--- config.mk ---
export PLATFORM = sky130hd
export DESIGN_NAME = delta_list_timer_scheduler_flat
export DESIGN_NICKNAME = d
export VERILOG_FILES = /design/src/rtl/dlts_pkg.sv /design/src/rtl/dlts_if.sv /design/src/rtl/dlts_dp.sv /design/src/rtl/dlts_ctrl.sv /design/src/rtl/delta_list_timer_scheduler.sv /design/src/flat_wrapper.sv
export SDC_FILE = /design/constraint.sdc
export NUM_CORES = 2
export LEC_CHECK = 0
export BUFFER_PORTS_ARGS = -buffer_cell sky130_fd_sc_hd__buf_4
export CORE_UTILIZATION = 25
export DETAILED_ROUTE_END_ITERATION = 8
export SKIP_CTS_REPAIR_TIMING = 1
export SLEW_MARGIN = 20
export SYNTH_ARGS = -nofsm -noshare
export SYNTH_HDL_FRONTEND = slang
export SYNTH_SLANG_ARGS = --single-unit
--- constraint.sdc ---
create_clock -name clk_i -period 19.2 [get_ports clk_i]
set_input_delay 0.96 -clock clk_i [delete_from_list [all_inputs] [get_ports clk_i]]
set_output_delay 0.96 -clock clk_i [all_outputs]
set_load 0.01 [all_outputs]
--- src/rtl/dlts_pkg.sv ---
package dlts_pkg;

  localparam int unsigned TimersDef  = 16;
  localparam int unsigned MaxResults = 16;
  localparam int unsigned NW         = $clog2(MaxResults + 1);

  localparam logic CMD_TICK = 1'b0;
  localparam logic CMD_ARM  = 1'b1;

  localparam logic [1:0] KIND_FIRED = 2'd0;
  localparam logic [1:0] KIND_ACK   = 2'd1;
  localparam logic [1:0] KIND_IDLE  = 2'd2;

  localparam logic ST_OK   = 1'b0;
  localparam logic ST_FULL = 1'b1;

  typedef struct packed {
    logic        cmd;
    logic [7:0]  timer_id;
    logic [15:0] delay;
    logic [15:0] period;
  } item_t;

  typedef struct packed {
    logic [1:0]  kind;
    logic [7:0]  fired_id;
    logic [15:0] remaining;
    logic        status;
    logic        last;
  } res_t;

  // controller -> datapath
  typedef struct packed {
    logic       take;
    logic       walk_clr;
    logic       find_step;
    logic       found_set;
    logic       ins_step;
    logic       do_insert;
    logic       rm_en;
    logic       rm_head;
    logic       dec_head;
    logic       pop_cap;
    logic       out_load;
    logic [1:0] out_kind;
    logic       out_status;
    logic       out_last;
  } cmd_t;

  // datapath -> controller
  typedef struct packed {
    logic in_arm;
    logic walk_done;
    logic match;
    logic ins_stop;
    logic found;
    logic full;
    logic delay_zero;
    logic cnt_nz;
    logic head_zero;
    logic head_per_zero;
    logic out_busy;
  } sts_t;

endpackage

--- src/rtl/dlts_if.sv ---
interface dlts_item_if;
  import dlts_pkg::*;
  logic  valid;
  logic  ready;
  item_t data;
  modport source (output valid, output data, input ready);
  modport sink (input valid, input data, output ready);
endinterface

interface dlts_res_if;
  import dlts_pkg::*;
  logic valid;
  logic ready;
  res_t data;
  modport source (output valid, output data, input ready);
  modport sink (input valid, input data, output ready);
endinterface

--- src/rtl/dlts_dp.sv ---
module dlts_dp #(
  parameter int unsigned TIMERS = dlts_pkg::TimersDef
) (
  input  logic            clk_i,
  input  logic            rst_ni,
  input  logic            in_valid_i,
  input  dlts_pkg::item_t in_data_i,
  input  logic            out_ready_i,
  output logic            out_valid_o,
  output dlts_pkg::res_t  out_data_o,
  input  dlts_pkg::cmd_t  cmd_i,
  output dlts_pkg::sts_t  sts_o
);
  import dlts_pkg::*;

  localparam int unsigned IW = $clog2(TIMERS);
  localparam int unsigned CW = $clog2(TIMERS + 1);

  logic [7:0]    id_q  [TIMERS];
  logic [15:0]   dl_q  [TIMERS];
  logic [15:0]   per_q [TIMERS];
  logic [CW-1:0] count_q;

  item_t         item_q;
  logic [CW-1:0] p_q;
  logic [15:0]   base_q;
  logic          found_q;
  logic [IW-1:0] pos_q;
  logic [15:0]   rem_q;
  logic [7:0]    pop_id_q;
  logic [15:0]   pop_per_q;
  logic          out_valid_q;
  res_t          out_q;

  logic [IW-1:0] pidx, rp, rnext;
  logic [15:0]   cur_dl, key, dnew;
  logic [16:0]   walk_sum, rm_sum;
  logic [15:0]   walk_sat, rm_sat;
  logic [7:0]    ins_id;
  logic [15:0]   ins_per;

  assign pidx     = p_q[IW-1:0];
  assign cur_dl   = dl_q[pidx];
  assign walk_sum = {1'b0, base_q} + {1'b0, cur_dl};
  assign walk_sat = walk_sum[16] ? 16'hFFFF : walk_sum[15:0];
  assign key      = item_q.cmd == CMD_ARM ? item_q.delay : pop_per_q;
  assign ins_id   = item_q.cmd == CMD_ARM ? item_q.timer_id : pop_id_q;
  assign ins_per  = item_q.cmd == CMD_ARM ? item_q.period : pop_per_q;
  assign dnew     = key - base_q;

  assign rp     = cmd_i.rm_head ? '0 : pos_q;
  assign rnext  = (32'(rp) == TIMERS - 1) ? rp : rp + IW'(1);
  assign rm_sum = {1'b0, dl_q[rp]} + {1'b0, dl_q[rnext]};
  assign rm_sat = rm_sum[16] ? 16'hFFFF : rm_sum[15:0];

  always_comb begin
    sts_o.in_arm        = in_data_i.cmd == CMD_ARM;
    sts_o.walk_done     = p_q == count_q;
    sts_o.match         = id_q[pidx] == item_q.timer_id;
    sts_o.ins_stop      = {1'b0, key} < walk_sum;
    sts_o.found         = found_q;
    sts_o.full          = 32'(count_q) == TIMERS;
    sts_o.delay_zero    = item_q.delay == '0;
    sts_o.cnt_nz        = count_q != '0;
    sts_o.head_zero     = dl_q[0] == '0;
    sts_o.head_per_zero = per_q[0] == '0;
    sts_o.out_busy      = out_valid_q && !out_ready_i;
  end

  // entry table: one shift or one update per cycle
  always_ff @(posedge clk_i) begin
    if (cmd_i.dec_head) begin
      if (count_q != '0 && dl_q[0] != '0) begin
        dl_q[0] <= dl_q[0] - 16'd1;
      end
    end else if (cmd_i.rm_en) begin
      for (int i = 0; i < TIMERS - 1; i++) begin
        if (i >= int'(rp)) begin
          id_q[i]  <= id_q[i+1];
          // removed delta folds into its successor
          dl_q[i]  <= (i == int'(rp)) ? rm_sat : dl_q[i+1];
          per_q[i] <= per_q[i+1];
        end
      end
    end else if (cmd_i.do_insert) begin
      for (int i = 1; i < TIMERS; i++) begin
        if (i > int'(pidx)) begin
          id_q[i]  <= id_q[i-1];
          per_q[i] <= per_q[i-1];
          dl_q[i]  <= (i == int'(pidx) + 1) ? dl_q[i-1] - dnew : dl_q[i-1];
        end
      end
      id_q[pidx]  <= ins_id;
      dl_q[pidx]  <= dnew;
      per_q[pidx] <= ins_per;
    end
  end

  always_ff @(posedge clk_i or negedge rst_ni) begin
    if (!rst_ni) begin
      count_q     <= '0;
      found_q     <= 1'b0;
      out_valid_q <= 1'b0;
    end else begin
      if (cmd_i.rm_en) begin
        count_q <= count_q - CW'(1);
      end else if (cmd_i.do_insert) begin
        count_q <= count_q + CW'(1);
      end
      if (cmd_i.take) begin
        found_q <= 1'b0;
      end else if (cmd_i.found_set) begin
        found_q <= 1'b1;
      end
      if (cmd_i.out_load) begin
        out_valid_q <= 1'b1;
      end else if (out_ready_i) begin
        out_valid_q <= 1'b0;
      end
    end
  end

  always_ff @(posedge clk_i) begin
    if (cmd_i.take && in_valid_i) begin
      item_q <= in_data_i;
      rem_q  <= '0;
    end else if (cmd_i.found_set) begin
      rem_q <= walk_sat;
      pos_q <= pidx;
    end
    if (cmd_i.walk_clr) begin
      p_q    <= '0;
      base_q <= '0;
    end else if (cmd_i.find_step) begin
      p_q    <= p_q + CW'(1);
      base_q <= walk_sat;
    end else if (cmd_i.ins_step) begin
      p_q    <= p_q + CW'(1);
      base_q <= walk_sum[15:0];
    end
    if (cmd_i.pop_cap) begin
      pop_id_q  <= id_q[0];
      pop_per_q <= per_q[0];
    end
    if (cmd_i.out_load) begin
      out_q.kind      <= cmd_i.out_kind;
      out_q.status    <= cmd_i.out_status;
      out_q.last      <= cmd_i.out_last;
      out_q.fired_id  <= cmd_i.out_kind == KIND_FIRED ? pop_id_q :
                         cmd_i.out_kind == KIND_ACK ? item_q.timer_id : 8'd0;
      out_q.remaining <= cmd_i.out_kind == KIND_ACK ? rem_q : 16'd0;
    end
  end

  assign out_valid_o = out_valid_q;
  assign out_data_o  = out_q;

endmodule

--- src/rtl/dlts_ctrl.sv ---
module dlts_ctrl (
  input  logic           clk_i,
  input  logic           rst_ni,
  input  logic           in_valid_i,
  output logic           in_ready_o,
  input  dlts_pkg::sts_t sts_i,
  output dlts_pkg::cmd_t cmd_o
);
  import dlts_pkg::*;

  localparam logic [2:0] S_IDLE     = 3'd0;
  localparam logic [2:0] S_FIND     = 3'd1;
  localparam logic [2:0] S_ARM_DO   = 3'd2;
  localparam logic [2:0] S_INS_WALK = 3'd3;
  localparam logic [2:0] S_TICK_CHK = 3'd4;
  localparam logic [2:0] S_EMIT     = 3'd5;

  logic [2:0]    state_q, state_d;
  logic [1:0]    kind_q, kind_d;
  logic          status_q, status_d;
  logic [NW-1:0] n_q, n_d;
  logic          more;

  assign more       = sts_i.cnt_nz && sts_i.head_zero && 32'(n_q) != MaxResults;
  assign in_ready_o = state_q == S_IDLE;

  always_comb begin
    state_d  = state_q;
    kind_d   = kind_q;
    status_d = status_q;
    n_d      = n_q;
    cmd_o    = '0;
    unique case (state_q)
      S_IDLE: begin
        cmd_o.take = 1'b1;
        if (in_valid_i) begin
          n_d      = '0;
          status_d = ST_OK;
          if (sts_i.in_arm) begin
            cmd_o.walk_clr = 1'b1;
            state_d        = S_FIND;
          end else begin
            cmd_o.dec_head = 1'b1;
            state_d        = S_TICK_CHK;
          end
        end
      end
      S_FIND: begin
        if (sts_i.walk_done) begin
          state_d = S_ARM_DO;
        end else if (sts_i.match) begin
          cmd_o.found_set = 1'b1;
          state_d         = S_ARM_DO;
        end else begin
          cmd_o.find_step = 1'b1;
        end
      end
      S_ARM_DO: begin
        kind_d = KIND_ACK;
        if (sts_i.delay_zero) begin
          cmd_o.rm_en = sts_i.found;
          state_d     = S_EMIT;
        end else if (!sts_i.found && sts_i.full) begin
          status_d = ST_FULL;
          state_d  = S_EMIT;
        end else begin
          cmd_o.rm_en    = sts_i.found;
          cmd_o.walk_clr = 1'b1;
          state_d        = S_INS_WALK;
        end
      end
      S_INS_WALK: begin
        if (sts_i.walk_done || sts_i.ins_stop) begin
          cmd_o.do_insert = 1'b1;
          state_d         = S_EMIT;
        end else begin
          cmd_o.ins_step = 1'b1;
        end
      end
      S_TICK_CHK: begin
        if (more) begin
          // pop the head; reload it when periodic
          cmd_o.rm_en    = 1'b1;
          cmd_o.rm_head  = 1'b1;
          cmd_o.pop_cap  = 1'b1;
          cmd_o.walk_clr = 1'b1;
          kind_d         = KIND_FIRED;
          n_d            = n_q + NW'(1);
          state_d        = sts_i.head_per_zero ? S_EMIT : S_INS_WALK;
        end else begin
          kind_d  = KIND_IDLE;
          state_d = S_EMIT;
        end
      end
      S_EMIT: begin
        if (!sts_i.out_busy) begin
          cmd_o.out_load   = 1'b1;
          cmd_o.out_kind   = kind_q;
          cmd_o.out_status = status_q;
          cmd_o.out_last   = kind_q != KIND_FIRED || !more;
          state_d          = cmd_o.out_last ? S_IDLE : S_TICK_CHK;
        end
      end
      default: state_d = S_IDLE;
    endcase
  end

  always_ff @(posedge clk_i or negedge rst_ni) begin
    if (!rst_ni) begin
      state_q  <= S_IDLE;
      kind_q   <= KIND_IDLE;
      status_q <= ST_OK;
      n_q      <= '0;
    end else begin
      state_q  <= state_d;
      kind_q   <= kind_d;
      status_q <= status_d;
      n_q      <= n_d;
    end
  end

endmodule

--- src/rtl/delta_list_timer_scheduler.sv ---
// Delta-list timer scheduler. Holds up to TIMERS timers sorted by due time;
// each entry stores its id, reload period and the delta to its predecessor.
// An arm walks the list once to find the id (one entry per cycle), then,
// unless it cancels the timer or the table is full, once more to find its
// insertion point. A tick decrements a nonzero head delta, then pops each due
// timer, at most MaxResults per tick, and for each periodic timer that
// fires walks the list once more to reinsert it. A stalled result register
// adds its wait. The list walks through the shared entry table set the rate.
// One item is processed at a time; the result register lets the last result
// wait while the next item is taken.
module delta_list_timer_scheduler #(
  parameter int unsigned TIMERS = dlts_pkg::TimersDef
) (
  input  logic       clk_i,
  input  logic       rst_ni,
  dlts_item_if.sink  in_i,
  dlts_res_if.source out_o
);
  import dlts_pkg::*;

  cmd_t cmd;
  sts_t sts;

  dlts_ctrl u_ctrl (
    .clk_i      (clk_i),
    .rst_ni     (rst_ni),
    .in_valid_i (in_i.valid),
    .in_ready_o (in_i.ready),
    .sts_i      (sts),
    .cmd_o      (cmd)
  );

  dlts_dp #(
    .TIMERS (TIMERS)
  ) u_dp (
    .clk_i       (clk_i),
    .rst_ni      (rst_ni),
    .in_valid_i  (in_i.valid),
    .in_data_i   (in_i.data),
    .out_ready_i (out_o.ready),
    .out_valid_o (out_o.valid),
    .out_data_o  (out_o.data),
    .cmd_i       (cmd),
    .sts_o       (sts)
  );

endmodule

--- src/flat_wrapper.sv ---
// flat-port wrapper written by rule: the top's interface ports become plain ports
module delta_list_timer_scheduler_flat import dlts_pkg::*;
#(
  parameter int unsigned TIMERS = dlts_pkg::TimersDef
)
  (clk_i, rst_ni, in_i_valid, in_i_data, in_i_ready, out_o_valid, out_o_data, out_o_ready);
  dlts_item_if in_i_i ();
  dlts_res_if out_o_i ();
  input  logic clk_i;
  input  logic rst_ni;
  input wire logic [$bits(in_i_i.valid)-1:0] in_i_valid;
  input wire logic [$bits(in_i_i.data)-1:0] in_i_data;
  output wire logic [$bits(in_i_i.ready)-1:0] in_i_ready;
  output wire logic [$bits(out_o_i.valid)-1:0] out_o_valid;
  output wire logic [$bits(out_o_i.data)-1:0] out_o_data;
  input wire logic [$bits(out_o_i.ready)-1:0] out_o_ready;
  assign in_i_i.valid = in_i_valid;
  assign in_i_i.data = in_i_data;
  assign in_i_ready = in_i_i.ready;
  assign out_o_valid = out_o_i.valid;
  assign out_o_data = out_o_i.data;
  assign out_o_i.ready = out_o_ready;
  delta_list_timer_scheduler #(.TIMERS(TIMERS)) u_core (.clk_i(clk_i), .rst_ni(rst_ni), .in_i(in_i_i), .out_o(out_o_i));
endmodule
# Word level (Yosys, flattened, before mapping)
# Memory sizes are Yosys's and may differ from the RTL's. A register that Yosys moved wholly into a read port is not among the register bits.
# Cells that the tools add are included.
[word_totals] ff_bits=152 mem_bits_rw=640 inputBits=45 out_inout_bits=30 wordCells=501 memories=3
[mem_list] memory="u_core.u_dp.dl_q" depth=16 width=16 rd=19 rd_clocked_by_memory_dff=1 write_ports=16 line_no="dlts_dp.sv:20" rtl="logic [15:0] dl_q [TIMERS];"
[mem_list] memory="u_core.u_dp.per_q" depth=16 width=16 rd=16 rd_clocked_by_memory_dff=0 write_ports=16 line_no="dlts_dp.sv:21" rtl="logic [15:0] per_q [TIMERS];"
[mem_list] memory="u_core.u_dp.id_q" depth=16 width=8 rd=17 rd_clocked_by_memory_dff=1 write_ports=16 line_no="dlts_dp.sv:19" rtl="logic [7:0] id_q [TIMERS];"
[op_classes] n_addsub=25 n_lt_le_gt_ge=31 eq_ne=47 mux=293 bitwise_logic=45 n_reduce_logical=35
[ops] op="16-bit 2-to-1 mux" n=67
[ops] op="16-bit subtractor" n=16
[ops] op="5-bit by 32-bit equality test with 1-bit output (first input constant)" n=7
[ops] op="1-bit 2-to-1 mux" n=169
[ops] op="8-bit 2-to-1 mux" n=18
[ops] op="4-bit by 32-bit equality test with 1-bit output (first input constant)" n=4
[ops] op="3-bit by 32-bit equality test with 1-bit output (first input constant)" n=2
[ops] op="16-bit zero test" n=3
[ops] op="1-bit OR" n=43
[ops] op="5-bit 2-to-1 mux" n=8
[ops] op="4-bit 2-to-1 mux" n=9
[ops] op="16-bit by 16-bit adder with 17-bit output" n=2
[ops] op="3-bit 2-to-1 mux" n=11
[ops] op="2-bit by 32-bit equality test with 1-bit output (first input constant)" n=1
[ops] op="4-bit equality test (first input constant)" n=8
[ops] op="4-bit greater-than comparator (first input constant)" n=8
[ops] op="16-bit OR reduction" n=2
[ops] op="4-bit greater-or-equal comparator (first input constant)" n=7
[ops] op="3-bit one-hot mux with 6 select lines" n=1
[ops] op="16-bit by 17-bit less-than comparator with 1-bit output" n=1
[ops] op="3-bit by 4-bit equality test with 1-bit output (first input constant)" n=4
[ops] op="3-bit by 4-bit greater-or-equal comparator with 1-bit output (first input constant)" n=4
[ops] op="3-bit by 4-bit greater-than comparator with 1-bit output (first input constant)" n=4
[ops] op="16-bit nonzero test" n=1
[ops] op="other kinds (41)" n=76

# Longest topological paths before layout
# An unclocked memory read counts as a cell.
[depth] depth_word=15 mapped_depth=36 ltp_nobuf=27

# Cells and area by module
# From an unflattened synthesis, not the netlist that was laid out.
[unflattened] hier_cells=7135 hier_area_um2=62552.5
[by_module_without_submodules] module="dlts_dp" instances=1 cells_each=7039 area_per_inst_um2=61750.5 seq_area_each_um2=23127.2
[by_module_without_submodules] module="dlts_ctrl" instances=1 cells_each=96 area_per_inst_um2=802.0 seq_area_each_um2=276.5

# Worst setup path before layout
# OpenSTA, ideal clock, no wires.
[synth_timing] path_kind="reg2reg" startpoint="register (tool-made name)" endpoint="memory u_core.u_dp.dl_q[11][0], enable pin" setup_time_ns=0.493 arrival_time_ns=8.722 required_time_ns=18.707 slack_ns=9.986 path_stages_with_launch=24 n_path_buf=5 period_less_slack_ns=9.214 path_cell_list="dfxtp_1 > buf_6 > buf_6 > buf_4 > buf_1 > buf_1 > mux4_2 > mux4_2 > ha_1 > fa_1 > a21oi_1 > o21ai_1 > o41ai_2 > nand3b_1 > a21oi_1 > xor2_1 > ha_1 > and4_1 > nand3_1 > or2_2 > o22ai_1 > o41ai_4 > o21ai_4 > o21ai_0"
[synth_rtl] item="end: declaration" line_no="dlts_dp.sv:20"

==> results.txt <==
Initial Util: 25.2%
Most frequent cells in the layout: nand2_1, edfxtp_1, nor2_1
#FFs+latches synth: 796
Die X: 500 um
Vias: 61,754
TritonCTS Buffers: 89
Post-Route WL: 302,000 um
Port Buffers: 74
Die area: 250,000 um2
Startpoint types: flop
Req. time, crit path: 19.58 ns
GR peak layer: met2
Routability cong.: 1.10
Met1 usage: 28.6%
Worst-path clk slew: 0.06 ns
R2R Setup Slk: 9.35 ns
Post-Syn Area per Cell: 8.66 um2
Sequential element share of the synthesized area: 37.7%
R2r endpoint: u_core.u_dp.id_q[13][7]
Die height: 500 um
Final core occ: 28.2%
Initial antenna violation count: 27
Final ANT Viol Nets: 0
RSZ-0062 raised after global routing: false
Rows: 182
Via/cell ratio: 5.95
Commonest non-fill, non-tap cell in the layout: nand2_1
Final hold vios: 0
Synth-to-layout area growth: 12.0%
Max-Cap Viols: 0
GRT met3 Usage: 7.44%
Clk buf depth: 3
Critical Setup Path Class: flop to flop
Synth Warn #: 0
Final setup fails: 0
Post-route DRC: 0
Worst path arrival time: 10.23 ns
Final Max Tran Viols: 0
Core area: 246,000 um2
Post-synthesis cell count: 7,166
Total track usage: 23.1%
Post-DP HPWL: 210,000 um
M2 GR Usage: 34.0%
Ys flop type: edfxtp_1
Slew @ Worst Pin: 1.29 ns
Area contributors post-synth: edfxtp_1, nand2_1, ha_1
Vias in the first global route: 56,923
Share of the synthesized area in the top cell type: 35.7%
DRT iter0 DRCs: 9,204
Synthesized area: 62,100 um2
H-tree level count: 3
Reg2Reg Depth: 23
F_max: 102 MHz
Fraction of layout cells with a size suffix above 1: 9.55%
Post-synth EDFFs: 737
Setup TNS: 0 ns
Top cell type by total area after synthesis: edfxtp_1
Skew-Pair Late Insertion Delay: 0.77 ns
TritonRoute pass-1 iters: 8
Period utilization: 51.3%
Synth async-reset ratio: 2.26%
Distinct cells, synth: 100
Root Driver: clkbuf_16
Final hold slack: 0.0712 ns
Clock Skew: 0.0813 ns
Slew headroom: 13.5%
Maximum fanout along the worst path: 60
Hold WC Path Type: primary input to asynchronous set/reset pin
Critical Path Sink: u_core.u_dp.id_q[13][7]
# clock sinks: 796
Syn Nets: 7,534
Nature of the critical path endpoint: flop
Global-route wire length before repair: 422,000 um
Largest net degree at the start of global routing: 80
I/O pin total: 75
Status: complete, no violations
CTS tree: yes
WL per Instance: 29.1 um
Crit path time final: 9.85 ns
Grt ovf: 0
Layout Nets: 7,345
==> registers in the layout (all words and copies together) (netlist names), 3 cells and up, named ones only <==
name / count
u_core.u_dp.rem_q: 16
u_core.u_ctrl.state_q: 3
u_core.u_dp.dl_q: 256
u_core.u_dp.out_data_o: 28
u_core.u_dp.pop_per_q: 16
u_core.u_ctrl.n_q: 5
u_core.u_dp.count_q: 5
u_core.u_dp.base_q: 16
u_core.u_dp.per_q: 256
u_core.u_dp.pop_id_q: 8
u_core.u_dp.item_q: 41
u_core.u_dp.id_q: 128
u_core.u_dp.pos_q: 4
u_core.u_dp.p_q: 5
==> through the flow <==
step	area, um2	setup WS [ns]	std cells
after floorplan	62100	9.99	7166
after global placement	66500	9.53	10194
after detailed placement	66500	9.42	10194
after CTS	69400	9.40	10357
after global routing	69500	9.04	10363
final	69500	9.35	10371
==> cell usage after synthesis, drive strengths merged, types with 41 or more instances <==
library cell     n
a21oi          555
xnor2          148
nand2         1309
a211oi         181
and2            67
nand3          120
o21ai          634
inv            119
a21o            82
edfxtp         737
dfxtp           41
and3            99
o211ai          96
ha             304
nor2           650
clkbuf         405
a31oi          339
buf            149
nor3            93
a311oi          48
mux4           121
nand2b          69
mux2i          155
xor2           118
==> per-layer routing <==
metal  vias to the layer above  wire length, um  part of all wire (%)
li1                      26167                -                     -
met1                     29869           110000                    37
met2                      4541           126000                    42
met3                      1163            39700                    13
met4                        14            25500                   8.5
met5                         -              201                 0.067
==> worst max-delay path, cell delays in order (launching register included) <==
cell and delay [ns]:
dfxtp_4 0.82, buf_4 0.89, mux4_2 0.59, mux4_2 0.55, ha_1 0.24, fa_1 0.43, a21oi_1 0.21, o21ai_1 0.15
nor2_1 0.13, xor2_1 0.58, ha_1 0.37, a21o_1 0.16, a21o_1 0.16, a21oi_1 0.21, o22ai_1 0.17, o41ai_4 0.74
o21ai_4 0.10, buf_4 0.25, inv_2 0.07, buf_4 0.69, nand3_2 0.12, buf_4 0.35, nand2_1 0.39, a21o_2 0.89
==> kinds of logic after synthesis <==
kind of cell	after synthesis	share of synthesized area, %
flops	796	37.7
mux	289	7.13
compound gates	2261	22.6
buf+inv	677	4.43
xor+xnor	266	3.75
simple gates	2554	17.6
fa+ha+maj	323	6.74
==> worst min path at each step <==
stage	slack [ns]	depth (start not counted)	start	end
2_1_floorplan	0.41	0	u_core.u_dp.p_q[3]	u_core.u_dp.pos_q[3]
3_3_place_gp	0.47	0	u_core.u_dp.per_q[0][11]	u_core.u_dp.pop_per_q[11]
3_5_place_dp	0.48	0	u_core.u_dp.per_q[0][11]	u_core.u_dp.pop_per_q[11]
4_1_cts	0.05	1	rst_ni	u_core.u_ctrl.n_q[3]
5_1_grt	0.06	1	rst_ni	u_core.u_ctrl.n_q[3]
6_report	0.07	1	rst_ni	u_core.u_ctrl.n_q[3]
==> final cells by class <==
| type | instances | area, um2 |
|---|---|---|
| Timing Repair Buffer | 274 | 2140 |
| Antenna cell | 10 | 25.0 |
| Tap cell | 3312 | 4140 |
| Sequential cell | 796 | 23400 |
| Multi-Input combinational cell | 5693 | 36400 |
| Clock buffer | 107 | 2340 |
| Clock inverter | 56 | 564 |
| Fill cell | 26180 | 177000 |
| Inverter | 123 | 462 |
Power is left out: the tool's default activity adds up to more than one toggle a clock period on the data nets, which glitch-free logic cannot reach.
